### src/sv/a12m_pkg.sv
`timescale 1ns / 1ps

package a12m_pkg;

  // item opcodes
  localparam logic [1:0] OP_WRITE = 2'd0;
  localparam logic [1:0] OP_READ  = 2'd1;
  localparam logic [1:0] OP_PPU   = 2'd2;

  // configuration register indexes (paddr[2])
  localparam logic REG_FILTER = 1'b0;
  localparam logic REG_HDR    = 1'b1;

  localparam int unsigned PADDR_W = 3;

  // CPU register write decode
  localparam logic [13:0] ADDR_PRG_HI   = 14'h2000; // 8000-8003 >> 2
  localparam logic [12:0] ADDR_CHR_HI   = 13'h1400; // A000-A007 >> 3
  localparam logic [15:0] ADDR_RELOAD   = 16'hC001;
  localparam logic [15:0] ADDR_IRQ_ACK  = 16'hC002;
  localparam logic [15:0] ADDR_ARM      = 16'hC003;
  localparam logic [15:0] ADDR_MIRROR   = 16'hD000;
  localparam logic [15:0] ADDR_IRQ_EN   = 16'hE000;

  // PRG reset banks: the last four pages
  localparam logic [7:0] PRG_RESET_BASE = 8'hFC;
  localparam logic [3:0] FILTER_RESET   = 4'd3;

  typedef struct packed {
    logic [1:0]  op;
    logic [15:0] address;
    logic [7:0]  data;
    logic [31:0] cpu_cycle;
  } item_t;

  typedef struct packed {
    logic [3:0] a12_filter_cycles;
    logic       hdr_mirror;
    logic       hdr_wr;
  } cfg_t;

  typedef struct packed {
    logic       irq_active;
    logic       mirror_horizontal;
    logic [7:0] bank;
    logic       bank_valid;
  } result_t;

endpackage

### src/sv/a12m_cfg.sv
`timescale 1ns / 1ps

module a12m_cfg (
  input  logic                             clk,
  input  logic                             rst,
  input  logic                             psel,
  input  logic                             penable,
  input  logic                             pwrite,
  input  logic [a12m_pkg::PADDR_W-1:0]     paddr,
  input  logic [31:0]                      pwdata,
  output logic [31:0]                      prdata,
  output logic                             pready,
  output a12m_pkg::cfg_t                   cfg
);

  logic [3:0] a12_filter_cycles;
  logic       hdr_mirror;
  logic       wr_en;

  assign pready = 1'b1;
  assign wr_en  = psel && penable && pwrite && pready;

  // register writes
  always_ff @(posedge clk) begin
    if (rst) begin
      a12_filter_cycles <= a12m_pkg::FILTER_RESET;
      hdr_mirror        <= 1'b0;
    end else if (wr_en) begin
      if (paddr[2] == a12m_pkg::REG_FILTER) begin
        a12_filter_cycles <= pwdata[3:0];
      end else begin
        hdr_mirror <= pwdata[0];
      end
    end
  end

  // read mux
  always_comb begin
    if (paddr[2] == a12m_pkg::REG_FILTER) begin
      prdata = {28'd0, a12_filter_cycles};
    end else begin
      prdata = {31'd0, hdr_mirror};
    end
  end

  // header write also reloads the live mirroring flag in the core
  assign cfg.a12_filter_cycles = a12_filter_cycles;
  assign cfg.hdr_mirror        = pwdata[0];
  assign cfg.hdr_wr            = wr_en && (paddr[2] == a12m_pkg::REG_HDR);

endmodule

### src/sv/a12m_in_reg.sv
`timescale 1ns / 1ps

module a12m_in_reg (
  input  logic            clk,
  input  logic            rst,
  input  logic            in_valid,
  output logic            in_stall,
  input  a12m_pkg::item_t in_item,
  output logic            full,
  output a12m_pkg::item_t item,
  input  logic            advance
);

  // hold the item while the core cannot take it
  assign in_stall = full && !advance;

  always_ff @(posedge clk) begin
    if (rst) begin
      full <= 1'b0;
    end else if (!in_stall) begin
      full <= in_valid;
    end
  end

  always_ff @(posedge clk) begin
    if (!in_stall) begin
      item <= in_item;
    end
  end

endmodule

### src/sv/a12m_core.sv
`timescale 1ns / 1ps

module a12m_core (
  input  logic              clk,
  input  logic              rst,
  input  a12m_pkg::cfg_t    cfg,
  input  a12m_pkg::item_t   item,
  input  logic              advance,
  output a12m_pkg::result_t result
);

  logic [7:0]  prg_bank_regs [4];
  logic [7:0]  chr_bank_regs [8];
  logic        mirroring_flag;
  logic [7:0]  irq_reload;
  logic [7:0]  irq_count;
  logic        irq_enable;
  logic        irq_armed;
  logic        irq_line;
  logic        a12_low_seen;
  logic [31:0] a12_low_start;

  logic [7:0]  prg_bank_regs_next [4];
  logic [7:0]  chr_bank_regs_next [8];
  logic        mirroring_flag_next;
  logic [7:0]  irq_reload_next;
  logic [7:0]  irq_count_next;
  logic        irq_enable_next;
  logic        irq_armed_next;
  logic        irq_line_next;
  logic        a12_low_seen_next;
  logic [31:0] a12_low_start_next;

  logic [31:0] low_time;
  logic        rise;
  logic [7:0]  bank_sel;
  logic        bank_hit;

  assign low_time = item.cpu_cycle - a12_low_start;

  // register writes, A12 filter and scanline counter
  always_comb begin
    prg_bank_regs_next  = prg_bank_regs;
    chr_bank_regs_next  = chr_bank_regs;
    mirroring_flag_next = mirroring_flag;
    irq_reload_next     = irq_reload;
    irq_count_next      = irq_count;
    irq_enable_next     = irq_enable;
    irq_armed_next      = irq_armed;
    irq_line_next       = irq_line;
    a12_low_seen_next   = a12_low_seen;
    a12_low_start_next  = a12_low_start;
    rise                = 1'b0;
    bank_sel            = 8'd0;
    bank_hit            = 1'b0;
    case (item.op)
      a12m_pkg::OP_WRITE: begin
        if (item.address[15:2] == a12m_pkg::ADDR_PRG_HI) begin
          prg_bank_regs_next[item.address[1:0]] = item.data;
        end else if (item.address[15:3] == a12m_pkg::ADDR_CHR_HI) begin
          chr_bank_regs_next[item.address[2:0]] = item.data;
        end else if (item.address == a12m_pkg::ADDR_RELOAD) begin
          irq_reload_next = item.data;
        end else if (item.address == a12m_pkg::ADDR_IRQ_ACK) begin
          irq_line_next = 1'b0;
        end else if (item.address == a12m_pkg::ADDR_ARM) begin
          irq_count_next = irq_reload;
          irq_armed_next = 1'b1;
        end else if (item.address == a12m_pkg::ADDR_MIRROR) begin
          mirroring_flag_next = item.data[0];
        end else if (item.address == a12m_pkg::ADDR_IRQ_EN) begin
          irq_enable_next = item.data[0];
          irq_line_next   = 1'b0;
        end
      end
      a12m_pkg::OP_READ: begin
        if (item.address[15]) begin
          bank_sel = prg_bank_regs[item.address[14:13]];
          bank_hit = 1'b1;
        end
      end
      a12m_pkg::OP_PPU: begin
        if (item.address[12]) begin
          rise = a12_low_seen && (low_time >= {28'd0, cfg.a12_filter_cycles});
          a12_low_seen_next = 1'b0;
        end else if (!a12_low_seen) begin
          a12_low_seen_next  = 1'b1;
          a12_low_start_next = item.cpu_cycle;
        end
        if (rise && irq_enable && irq_armed && (irq_count != 8'd0)) begin
          irq_count_next = irq_count - 8'd1;
          if (irq_count == 8'd1) begin
            irq_line_next  = 1'b1;
            irq_armed_next = 1'b0;
          end
        end
        if (item.address[15:13] == 3'd0) begin
          bank_sel = chr_bank_regs[item.address[12:10]];
          bank_hit = 1'b1;
        end
      end
      default: begin
      end
    endcase
  end

  // state update
  always_ff @(posedge clk) begin
    if (rst) begin
      for (int i = 0; i < 4; i++) begin
        prg_bank_regs[i] <= a12m_pkg::PRG_RESET_BASE + 8'(i);
      end
      for (int i = 0; i < 8; i++) begin
        chr_bank_regs[i] <= 8'd0;
      end
      mirroring_flag <= 1'b0;
      irq_reload     <= 8'd0;
      irq_count      <= 8'd0;
      irq_enable     <= 1'b0;
      irq_armed      <= 1'b0;
      irq_line       <= 1'b0;
      a12_low_seen   <= 1'b0;
      a12_low_start  <= 32'd0;
    end else if (cfg.hdr_wr) begin
      mirroring_flag <= cfg.hdr_mirror;
    end else if (advance) begin
      prg_bank_regs  <= prg_bank_regs_next;
      chr_bank_regs  <= chr_bank_regs_next;
      mirroring_flag <= mirroring_flag_next;
      irq_reload     <= irq_reload_next;
      irq_count      <= irq_count_next;
      irq_enable     <= irq_enable_next;
      irq_armed      <= irq_armed_next;
      irq_line       <= irq_line_next;
      a12_low_seen   <= a12_low_seen_next;
      a12_low_start  <= a12_low_start_next;
    end
  end

  // result register
  always_ff @(posedge clk) begin
    if (advance) begin
      result.irq_active        <= irq_line_next;
      result.mirror_horizontal <= mirroring_flag_next;
      result.bank              <= bank_sel;
      result.bank_valid        <= bank_hit;
    end
  end

endmodule

### src/sv/bank_switch_a12_irq_mapper.sv
`timescale 1ns / 1ps

// Cartridge mapper with PRG/CHR bank registers and a filtered PPU A12 scanline
// IRQ counter. Each item (CPU register write, CPU read address or PPU address)
// yields one result with the IRQ level, the mirroring and the selected bank.
// An item is held in an input register and then processed into the result
// register; one item is taken every cycle, limited only by the result register
// being held by out_stall. Configuration (APB, registers at 0x0 and 0x4) is to
// be written only while the block is idle, which the user must keep to; the
// block itself does not enforce it. A write to the header mirroring register
// also reloads the live mirroring flag.
module bank_switch_a12_irq_mapper (
  input  logic                         clk,
  input  logic                         rst,
  // item channel
  input  logic                         in_valid,
  output logic                         in_stall,
  input  logic [1:0]                   op,
  input  logic [15:0]                  address,
  input  logic [7:0]                   data,
  input  logic [31:0]                  cpu_cycle,
  // result channel
  output logic                         out_valid,
  input  logic                         out_stall,
  output logic                         irq_active,
  output logic                         mirror_horizontal,
  output logic [7:0]                   bank,
  output logic                         bank_valid,
  // configuration
  input  logic                         psel,
  input  logic                         penable,
  input  logic                         pwrite,
  input  logic [a12m_pkg::PADDR_W-1:0] paddr,
  input  logic [31:0]                  pwdata,
  output logic [31:0]                  prdata,
  output logic                         pready
);

  a12m_pkg::cfg_t    cfg;
  a12m_pkg::item_t   in_item;
  a12m_pkg::item_t   item;
  a12m_pkg::result_t result;
  logic              full;
  logic              advance;

  assign in_item.op        = op;
  assign in_item.address   = address;
  assign in_item.data      = data;
  assign in_item.cpu_cycle = cpu_cycle;

  // move the held item into the result register when that slot frees up
  assign advance = full && (!out_valid || !out_stall);

  always_ff @(posedge clk) begin
    if (rst) begin
      out_valid <= 1'b0;
    end else if (advance) begin
      out_valid <= 1'b1;
    end else if (!out_stall) begin
      out_valid <= 1'b0;
    end
  end

  a12m_cfg u_cfg (
    .clk     (clk),
    .rst     (rst),
    .psel    (psel),
    .penable (penable),
    .pwrite  (pwrite),
    .paddr   (paddr),
    .pwdata  (pwdata),
    .prdata  (prdata),
    .pready  (pready),
    .cfg     (cfg)
  );

  a12m_in_reg u_in_reg (
    .clk      (clk),
    .rst      (rst),
    .in_valid (in_valid),
    .in_stall (in_stall),
    .in_item  (in_item),
    .full     (full),
    .item     (item),
    .advance  (advance)
  );

  a12m_core u_core (
    .clk     (clk),
    .rst     (rst),
    .cfg     (cfg),
    .item    (item),
    .advance (advance),
    .result  (result)
  );

  assign irq_active        = result.irq_active;
  assign mirror_horizontal = result.mirror_horizontal;
  assign bank              = result.bank;
  assign bank_valid        = result.bank_valid;

endmodule

### config.mk
export PLATFORM = sky130hd
export DESIGN_NAME = bank_switch_a12_irq_mapper
export DESIGN_NICKNAME = d
export VERILOG_FILES = /design/src/sv/a12m_pkg.sv /design/src/sv/a12m_cfg.sv /design/src/sv/a12m_in_reg.sv /design/src/sv/a12m_core.sv /design/src/sv/bank_switch_a12_irq_mapper.sv
export SDC_FILE = /design/constraint.sdc
export NUM_CORES = 1
export LEC_CHECK = 0
export ABC_CLOCK_PERIOD_IN_PS = 4050
export BUFFER_PORTS_ARGS = -buffer_cell sky130_fd_sc_hd__clkbuf_2
export CELL_PAD_IN_SITES_DETAIL_PLACEMENT = 1
export CELL_PAD_IN_SITES_GLOBAL_PLACEMENT = 1
export CORE_UTILIZATION = 35
export DETAILED_ROUTE_END_ITERATION = 10
export MAX_ROUTING_LAYER = met4
export PLACE_DENSITY_LB_ADDON = 0.1
export SLEW_MARGIN = 25
export SYNTH_ARGS = -nofsm -noshare
export SYNTH_HDL_FRONTEND = slang
export SYNTH_SLANG_ARGS = --single-unit
### constraint.sdc
create_clock -name clk -period 4.05 [get_ports clk]
set_input_delay 0.81 -clock clk [delete_from_list [all_inputs] [get_ports clk]]
set_output_delay 0.81 -clock clk [all_outputs]
set_load 0.05 [all_outputs]
==> out/metrics.csv, run 1 <==
metric;value;unit
Max Cap Viol;0;
share of layout cells above drive strength 1;0.201;
leading area contributor after synthesis;dfxtp_1;
Final WS setup;-0.121;ns
critical path's largest stage delay;0.60;ns
Crit path top cell by count;or4_4;
setup violators final;9;
largest net degree at the start of global routing;75;
unrepaired setup endpoints after global routing;yes;
IO Count;146;
Row Count;66;
top cells by area, synth;dfxtp_1 26%, edfxtp_1 18%, nand2_1 9.0%, a21oi_1 6.4%, mux2i_1 4.7%;
cells along the critical path;inv_1 -> ha_2 -> fa_2 -> and2b_4 -> o2111ai_4 -> buf_6 -> buf_4 -> a21o_4 -> nand3_4 -> nand3_2 -> or4_4 -> or4_4 -> or4_4 -> a211o_1 -> o211ai_1;
syn_area_per_cell;8.92;um^2
Post-Syn Area;11800;um^2
H-tree levels;1;
post-synthesis sequential area ratio;0.439;
max-slew violation count;0;
Starting Density;0.360;
antenna violations before repair;0;
routed wire length;37500;um
Max Fanout on Critical Path;5;
most frequent cells in the layout;283 x nand2_1, 156 x dfxtp_1, 148 x a21oi_1, 96 x buf_4, 85 x clkbuf_2;
PortBufs;86;
Via density;5.22;
FMAX;240;MHz
pwr/cell area;398;nW/um^2
Final Hold Vio Count;0;
worst-margin pin slew;0.862;ns
Die Wd;186;um
CP delay by family, top;simple AND/OR/NAND/NOR gates;
Root Driver;clkbuf_16;
remaining global-route overflow;0;
first-pass GRT wire length;58400;um
post-synth top area share;0.264;
# DRC;0;
CTS clock-pin slew for the worst setup and hold paths;0.06;ns
Setup Skew;0.00699;ns
FILL cells;3863;
flops & latches, synth;225;
async set-or-reset flop fraction in the synthesized netlist;0;
die height;186;um
Setup TNS;-0.633;ns
Max Buffers Root-to-Sink;3;
die area;34600;um^2
Final GP Congestion;0.932;
Hold Path Class;primary input to flop;
Post-synth EDFFs;69;
most used flip-flop cell after synthesis;dfxtp_1;
peak supply drop;0.000330;V
Vias;10106;
worst skew pair latency;0.56;ns
most common cell after layout, fill and taps aside;nand2_1;
Warnings, synthesis;0;
failing checks;setup timing;
synthesis-to-layout area growth;21.1;%
Static Leak;0.00536;uW
gr usage total;0.225;
WP data required;4.53;ns
diodes inserted;0;
Final min period;4.17;ns
Iter 0 DRT Violations;469;
CP Capture Type;flop;
Crit-path slowest cell;or4_4;
CTS sink cnt;225;
Startpoint Class;flop;
Post-DP HPWL;27200;um
critical path arrival;4.66;ns
fin crit share;1.03;
First-pass DRT Iterations;5;
DRT antenna net count;0;
Final #Nets;1614;
status;complete, but fails checks;
final core occ;0.436;
worst path bufs/invs;3;
Worst slew margin;0.425;
CTS Hold Bufs;0;
vias in the first global route;10453;
area taken by multi-input logic gates;6240;um^2
storage element area;5190;um^2
critical path type;flop to flop;
post-synth cell types;81;
Gate Count Post-Synth;1327;
number of buffers created by CTS;27;
Avg WL per Cell;19.4;um
CTS tree;done;
area of the core;32900;um^2
## synthesized netlist by cell type, types with 4 or more instances
master and n:
and2_1 18, nand3_1 30, o21ai_0 35, edfxtp_1 69, buf_1 6, ha_1 40
o211ai_1 8, or2_2 4, o22ai_1 8, a21oi_1 151, a21o_1 8, buf_4 30
clkbuf_1 52, xnor2_1 9, mux2i_1 55, a211oi_1 5, o21a_1 10, or4_1 7
nor2b_1 6, and3_1 7, buf_2 10, dfxtp_1 156, nor3_1 30, inv_1 52
a311oi_1 6, nand4b_1 7, nor2_1 70, a211o_1 5, nand2b_1 12, nand4_1 19
nand2_1 284, a31oi_1 6, mux4_2 24, o31ai_1 4, xor2_1 4, nor4_1 14
## state kept, by name, summed over array words and instances (netlist names)
register,flops
u_core.a12_low_seen,1
u_core.chr_bank_regs,64
u_in_reg.item,58
u_core.irq_reload,8
u_core.result,11
out_valid,1
u_core.irq_enable,1
u_core.irq_armed,1
u_core.irq_count,8
u_cfg.a12_filter_cycles,4
u_core.irq_line,1
u_core.prg_bank_regs,32
u_in_reg.full,1
u_cfg.hdr_mirror,1
u_core.a12_low_start,32
u_core.mirroring_flag,1
## what timing repair did
| action | CTS | global route |
|---|---|---|
| setup endpoints to repair | 11 | 11 |
| pin swaps | 21 | 11 |
| setup buffers | 10 | 2 |
| gates resized for setup | 21 | 15 |
| hold endpoints to repair | 0 | 0 |
## cell type report
cell class                 count  share of cell area
clock inverter                13              0.0126
inverter                      52              0.0136
clock buffer                  37              0.0525
tap                          442              0.0386
timing repair buffer         188              0.0854
sequential                   225               0.362
multi-input combinational    979               0.435
## power breakdown
part	total [uW]	switching [uW]	leakage, uW	internal (uW)
combinational	709	448	0.00293	261
clock	2550	996	0.000458	1560
sequential	2440	64.5	0.00197	2370
## path summary, 6_finish.rpt
kind,startpoint,end,slack [ns],cells past startpoint
worst max-delay path,u_in_reg.item[0]$_DFFE_PN_,u_core.irq_count[5]$_SDFFE_PP0P_,-0.12,15
worst max register to register,u_in_reg.item[0]$_DFFE_PN_,u_core.irq_count[5]$_SDFFE_PP0P_,-0.12,15
worst min-delay path,address[9],u_in_reg.item[49]$_DFFE_PN_,0.42,1
worst min register to register,u_core.chr_bank_regs[45]$_SDFFE_PP0P_,u_core.chr_bank_regs[45]$_SDFFE_PP0P_,0.45,2
## cells by family after synthesis
family          after synthesis  share of synthesized area
flops                       225                      0.439
xor+xnor                     13                    0.00962
other cells                   2                   0.000634
fa+ha+maj                    41                     0.0440
compound gates              281                      0.145
mux                          82                     0.0950
buf+inv                     150                     0.0581
simple gates                533                      0.209
## worst reg2reg max path, delay by kind of cell, from the launching register on
kind	cells	cell delay (ns)
adder cells (fa/ha/maj)	2	0.54
buffers and inverters	3	0.36
AO/OA/AOI/OAI	4	0.72
AND/OR/NAND/NOR	6	2.14
flip-flops	1	0.34
## routing by layer
| metal | routed length [um] | up-vias | track usage |
|---|---|---|---|
| li1 | - | 4938 | - |
| met1 | 15700 | 4962 | 0.261 |
| met2 | 19700 | 150 | 0.409 |
| met3 | 1140 | 56 | 0.0276 |
| met4 | 926 | 0 | 0.0557 |
| met5 | 0 | - | - |
## stage by stage
stage	worst slack (ns)	cell area [um^2]	instances	hold WS [ns]	total power, uW
after detailed placement	-0.363	13100	1874	0.443	3170
after CTS	-0.173	14200	1934	0.390	5770
final	-0.121	14300	1936	0.421	5700
after global routing	-0.229	14300	1936	0.394	5930
after global placement	-0.265	13100	1874	0.435	3160
after floorplan	0.0351	11900	1354	0.429	2920
Power figures use the tool's default switching activity.
==> run 2, diff against run 1 <==
Settings changed: ABC_AREA from default to 1, CELL_PAD_IN_SITES_DETAIL_PLACEMENT 1 to 0, CELL_PAD_IN_SITES_GLOBAL_PLACEMENT 1 to 2, CORE_UTILIZATION 35 to 31.
==> run 2 against run 1 <==
Net effect:
- clock skew grew 0.0051 ns
- clock power is essentially flat
- critical endpoint is now u_core.irq_count[0]$_SDFFE_PP0P_
- combinational power grew 4.8%
- via count shrank 0.60%
- hold slack lost 0.0084 ns
- the run now ends clean
==> out/metrics.csv, run 2 <==
metric;value;unit;change
status;finished, final reports clean;;
top post-synthesis cells by count;315 x nand2_1, 207 x inv_1, 163 x o21ai_0;;
largest net degree at the start of global routing;110;;+47%
first-pass GRT wire length;53900;um;-7.8%
CTS-repair resized insts;0;;-100%
Final #Nets;1792;;+11%
Vias;10045;;-0.60%
setup violators final;0;;-9
Via density;4.60;;-12%
# DRC;0;;unchanged
worst skew pair latency;0.57;ns;about the same
Comb power frac;0.130;;+0.006
Die Wd;199;um;+7.1%
Startpoint Class;flop;;
DRT antenna net count;0;;unchanged
diodes inserted;0;;unchanged
post-synth cell types;52;;-36%
unrepaired setup endpoints after global routing;no;;
CTS Hold Bufs;0;;unchanged
Post-Syn Area;12000;um^2;+1.7%
peak supply drop;0.000295;V;-11%
pwr/cell area;415;nW/um^2;+4.4%
gr usage total;0.181;;-0.0443
CTS tree;done;;
routed wire length;33900;um;-9.6%
Root Driver;clkbuf_16;;
Clk pwr share;0.446;;-0.002
most frequent cells in the layout;315 x nand2_1, 206 x inv_1, 163 x o21ai_0, 162 x a21oi_1, 156 x dfxtp_1;;
critical path arrival;3.69;ns;-0.97 ns
Starting Density;0.317;;-0.0429
final core occ;0.363;;-0.0736
area of the core;37900;um^2;+15%
CP Capture Type;flop;;
most common cell after layout, fill and taps aside;nand2_1;;
First-pass DRT Iterations;5;;unchanged
die area;39600;um^2;+15%
flops & latches, synth;225;;unchanged
PortBufs;86;;unchanged
H-tree levels;1;;unchanged
antenna violations before repair;0;;unchanged
max-slew violation count;0;;unchanged
Setup Skew;0.0121;ns;+0.00506 ns
Max Cap Viol;0;;unchanged
FF-to-FF path depth;21;;+6
fin crit share;0.786;;-0.244
die height;199;um;+7.1%
post-synth top area share;0.259;;-0.00436
most used flip-flop cell after synthesis;dfxtp_1;;
cells along the critical path;ha_1 -> nand2_2 -> nand2_2 -> inv_2 -> nand2_2 -> xor2_1 -> ha_1 -> a21oi_1 -> nand2_1 -> nand3b_1 -> nor2_1 -> nand3_1 -> nor2_2 -> nand2_2 -> nor2_4 -> nand3_4 -> nand3_4 -> nand2_1 -> nand2_1 -> nand2_1 -> nor2_1;;
Crit-path slowest cell;ha_1;;
Row Count;71;;+7.6%
Setup TNS;0;ns;+0.633 ns
Final Hold Vio Count;0;;unchanged
Iter 0 DRT Violations;667;;+42%
worst-margin pin slew;0.728;ns;-0.134 ns
synthesis-to-layout area growth;14.3;%;
WHS Path Cells;1;;unchanged
syn_area_per_cell;7.59;um^2;-15%
IO Count;146;;unchanged
top cells by area, synth;dfxtp_1 26%, edfxtp_1 17%, nand2_1 9.8%, o21ai_0 6.8%, a21oi_1 6.7%;;
Final Non-Filler Cells;2183;;+13%
critical path type;flop to flop;;
hold_ws;0.413;ns;-0.00838 ns
switch share;0.277;;+0.0121
Static Leak;0.00619;uW;+15%
Tot Pwr;5710;uW;+0.16%
Post-DP HPWL;24400;um;-10%
leading area contributor after synthesis;dfxtp_1;;
post-CTS setup buffer count;0;;-10
share of layout cells above drive strength 1;0.133;;-0.0674
FMAX;314;MHz;+31%
Worst slew margin;0.514;;+0.0891
Final GP Congestion;0.836;;-10%
P_sw;1580;uW;+4.7%
Internal;4130;uW;-1.5%
async set-or-reset flop fraction in the synthesized netlist;0;;unchanged
critical path's largest stage delay;0.42;ns;-0.18 ns
remaining global-route overflow;0;;unchanged
Placed Cells;2133;;+14%
Gate Count Post-Synth;1585;;+19%
biggest regs;u_core.chr_bank_regs (64), u_in_reg.item (58);;
WP data required;4.56;ns;+0.03 ns
post-synthesis sequential area ratio;0.432;;-0.00725
most common cell in the netlist;nand2_1;;
number of buffers created by CTS;27;;unchanged
CTS sink cnt;225;;unchanged
Max Fanout on Critical Path;15;;+10
max reg flops;64;;unchanged
Seq pwr share;0.424;;-0.004
Max Buffers Root-to-Sink;3;;unchanged
Warnings, synthesis;0;;unchanged
Avg WL per Cell;15.5;um;-20%
CTS clock-pin slew for the worst setup and hold paths;0.06;ns;about the same
Post-synth EDFFs;69;;unchanged
Final min period;3.18;ns;-0.988 ns
Hold Path Class;primary input to flop;;
largest reg by FF count;u_core.chr_bank_regs;;
vias in the first global route;9884;;-5.4%
run 2: path summary, 6_finish.rpt:
path,startpoint,slack [ns],to
worst max-delay path,u_in_reg.item[2]$_DFFE_PN_,0.87,u_core.irq_count[0]$_SDFFE_PP0P_
worst min-delay path,op[1],0.41,u_in_reg.item[57]$_DFFE_PN_
worst max register to register,u_in_reg.item[2]$_DFFE_PN_,0.87,u_core.irq_count[0]$_SDFFE_PP0P_
worst min register to register,u_core.a12_low_start[15]$_SDFFE_PP0P_,0.46,u_core.a12_low_start[15]$_SDFFE_PP0P_
run 2: per-stage QoR:
stage	cell area [um^2]	setup slack, ns
global placement	12800	0.835
CTS	13800	0.805
finish	13800	0.867
detailed placement	12800	0.814
global route	13800	0.494
floorplan	12100	0.925
run 2: area by class of cell:
type / count / area, um^2
fill: 4027 / 24200
multi-input combinational: 1077 / 5620
sequential: 225 / 5190
inverter: 222 / 835
clock buffer: 39 / 813
tap: 511 / 639
timing repair buffer: 98 / 533
clock inverter: 11 / 128
run 2: kinds of logic after synthesis:
kind of cell	Yosys count	share of synthesized area
XOR/XNOR	8	0.00582
other	2	0.000624
AND/OR/NAND/NOR	604	0.224
buffers and inverters	310	0.110
multiplexers	13	0.0109
flip-flops	225	0.432
adder cells (fa/ha/maj)	41	0.0432
AO/OA/AOI/OAI	382	0.173
run 2: layer usage:
metal  vias to the layer above  GRT usage  wire length (um)
li1                       5289          -                 -
met1                      4546      0.221             15400
met5                         -          -                 0
met3                        53     0.0272              1220
met4                         0     0.0527               968
met2                       157      0.307             16300
run 2: power by group through the flow:
stage / clock [uW] / combinational (uW) / sequential [uW]
finish: 2550 / 743 / 2420
global placement: 0 / 756 / 2470
floorplan: 0 / 550 / 2470
global route: 2720 / 847 / 2430
CTS: 2640 / 758 / 2420
detailed placement: 0 / 756 / 2470
run 2: worst max-delay path, delay by kind of cell (launching register included):
kind / cells / cell delay [ns]
buf+inv: 1 / 0.05
flops: 1 / 0.39
compound gates: 1 / 0.16
xor+xnor: 1 / 0.15
simple gates: 16 / 1.66
fa+ha+maj: 2 / 0.72
==> run 3, diff against run 2 <==
Settings changed: ABC_AREA 1 to 0, ABC_CLOCK_PERIOD_IN_PS 4050 to 2700, CORE_UTILIZATION 31 to 33.
Clock period 4.05 ns to 2.7 ns, I/O delays scaled along.
==> run 3 against run 2 <==
Net effect:
- the run now ends with setup timing left
- sequential share of layout area shrank 4.3 points
- die area shrank 7.5%
- clock skew grew 0.0011 ns
- hold slack lost 0.26 ns
- global-route usage grew 3.7 points
- first-iteration DRC count shrank 12%
==> out/metrics.csv, run 3 (same netlist as run 1, synthesis figures left out) <==
metric;value;unit;change
Final GP Congestion;0.966;;+16%
Crit path top cell by count;or4_4;;
die height;191;um;-3.8%
Final Hold Vio Count;0;;unchanged
status;complete, but fails checks;;
CTS tree;done;;
most common cell after layout, fill and taps aside;nand2_1;;
CTS sink cnt;225;;unchanged
Max Fanout on Critical Path;3;;-12
critical path type;flop to flop;;
Vias;10480;;+4.3%
Via density;4.97;;+7.9%
diodes inserted;0;;unchanged
Most Used Layer, Global Route;met2;;
failing checks;setup timing;;
Setup Skew;0.0131;ns;+0.00110 ns
most frequent cells in the layout;284 x nand2_1, 249 x buf_4, 156 x dfxtp_1, 150 x a21oi_1, 85 x clkbuf_2;;
DRT antenna net count;0;;unchanged
worst skew pair latency;0.57;ns;about the same
remaining global-route overflow;0;;unchanged
CTS Hold Bufs;0;;unchanged
Final min period;4.09;ns;+0.910 ns
Starting Density;0.334;;+0.0171
Placed Area;14500;um^2;+13%
pwr/cell area;541;nW/um^2;+30%
Final WS setup;-1.39;ns;-2.26 ns
Root Driver;clkbuf_16;;
share of layout cells above drive strength 1;0.275;;+0.141
Tot Pwr;8400;uW;+47%
CP Capture Type;flop;;
FF-to-FF path depth;13;;-38%
Startpoint Class;flop;;
fin crit share;1.52;;+0.730
reg2reg start;u_in_reg.item[0]$_DFFE_PN_;;
die area;36600;um^2;-7.5%
biggest regs;u_core.chr_bank_regs (64), u_in_reg.item (58);;
Final #Nets;1771;;-1.2%
CTS clock-pin slew for the worst setup and hold paths;0.06;ns;about the same
Placement Setup Slack;-1.45;ns;-2.26 ns
area of the core;35400;um^2;-6.7%
Iter 0 DRT Violations;584;;-12%
Worst slew margin;0.554;;+0.0397
routed wire length;38500;um;+14%
critical path's largest stage delay;0.60;ns;+0.18 ns
worst reg-to-reg setup slack;-1.39;ns;-2.26 ns
cells along the critical path;inv_1 -> ha_2 -> fa_2 -> and2b_4 -> o2111ai_4 -> a211o_4 -> o211ai_2 -> a311oi_2 -> or4_1 -> or4_4 -> or4_4 -> a211o_1 -> o211ai_1;;
worst-margin pin slew;0.669;ns;-0.0587 ns
PortBufs;86;;unchanged
RR Endpoint;u_core.irq_count[5]$_SDFFE_PP0P_;;
# DRC;0;;unchanged
hold_ws;0.150;ns;-0.263 ns
setup violators final;11;;+11
Hold Path Class;primary input to flop;;
gr usage total;0.218;;+0.0369
Finished Cell Area;15500;um^2;+13%
M3 GR Usage;0.0334;;+0.00624
WP data required;3.19;ns;-1.37 ns
FMAX;244;MHz;-22%
Static Leak;0.00611;uW;-1.3%
first-pass GRT wire length;59200;um;+9.8%
max reg flops;64;;unchanged
H-tree levels;1;;unchanged
Row Count;69;;-2.8%
Max Cap Viol;0;;unchanged
antenna violations before repair;0;;unchanged
critical path arrival;4.59;ns;+0.90 ns
vias in the first global route;10279;;+4.0%
Post-DP HPWL;28200;um;+16%
Avg WL per Cell;18.2;um;+17%
global-route track usage on met2;0.377;;+0.0695
Setup crit start;u_in_reg.item[0]$_DFFE_PN_;;
Global Route met1 Usage;0.260;;+0.0393
First-pass DRT Iterations;5;;unchanged
Die Wd;191;um;-3.8%
unrepaired setup endpoints after global routing;yes;;
Max Buffers Root-to-Sink;3;;unchanged
synthesis-to-layout area growth;31.2;%;
crit path to;u_core.irq_count[5]$_SDFFE_PP0P_;;
Crit-path slowest cell;or4_4;;
max-slew violation count;0;;unchanged
IO Count;146;;unchanged
peak supply drop;0.000545;V;+85%
number of buffers created by CTS;27;;unchanged
largest net degree at the start of global routing;82;;-25%
final core occ;0.439;;+0.0759
largest reg by FF count;u_core.chr_bank_regs;;
==> run 3: metrics by stage <==
step | setup TNS, ns | cells
after floorplan | -11.73 | 1354
after detailed placement | -14.61 | 2048
after global placement | -14.33 | 2048
after global routing | -15.68 | 2110
after CTS | -14.94 | 2110
final | -14.18 | 2110
==> run 3: critical path, delay by kind of cell (launching register included) <==
| family | cells | cell delay (ns) |
|---|---|---|
| simple gates | 4 | 1.96 |
| fa+ha+maj | 2 | 0.52 |
| compound gates | 6 | 1.13 |
| buf+inv | 1 | 0.05 |
| flops | 1 | 0.35 |
==> run 3: worst min path at each step <==
| stage | depth (start not counted) | slack (ns) | startpoint | endpoint |
|---|---|---|---|---|
| after floorplan | 2 | 0.43 | u_core.chr_bank_regs[10]$_SDFFE_PP0P_ | u_core.chr_bank_regs[10]$_SDFFE_PP0P_ |
| after global placement | 2 | 0.43 | u_core.chr_bank_regs[32]$_SDFFE_PP0P_ | u_core.chr_bank_regs[32]$_SDFFE_PP0P_ |
| after detailed placement | 2 | 0.44 | u_core.chr_bank_regs[0]$_SDFFE_PP0P_ | u_core.chr_bank_regs[0]$_SDFFE_PP0P_ |
| after CTS | 1 | 0.11 | address[2] | u_in_reg.item[42]$_DFFE_PN_ |
| after global routing | 1 | 0.12 | cpu_cycle[22] | u_in_reg.item[22]$_DFFE_PN_ |
| final | 1 | 0.15 | cpu_cycle[18] | u_in_reg.item[18]$_DFFE_PN_ |
==> run 3: where the power goes <==
| group | internal, uW | leakage [uW] | switching [uW] |
|---|---|---|---|
| Clock | 2020 | 0.000413 | 1450 |
| Combinational | 552 | 0.00372 | 731 |
| Sequential | 3560 | 0.00197 | 84.5 |
==> run 3: area by class of cell <==
type	count	area (um^2)
clock inverter	11	93.8
inverter	52	195
clock buffer	37	743
timing repair buffer	345	2500
tap	461	577
fill	3559	19900
multi-input combinational	979	6230
sequential	225	5190
==> run 3: metal layers <==
metal  share of wire  up-vias
li1                -     5262
met1            0.43     4964
met2            0.50      194
met3           0.038       60
met4           0.030        0
met5               0        -
==> run 3: timing repair <==
item	in CTS	in global routing
pin swaps	12	6
resized for setup	6	7
endpoints found under the setup margin	18	43
hold endpoints to repair	0	0
cloned	0	0
setup buffers	14	0
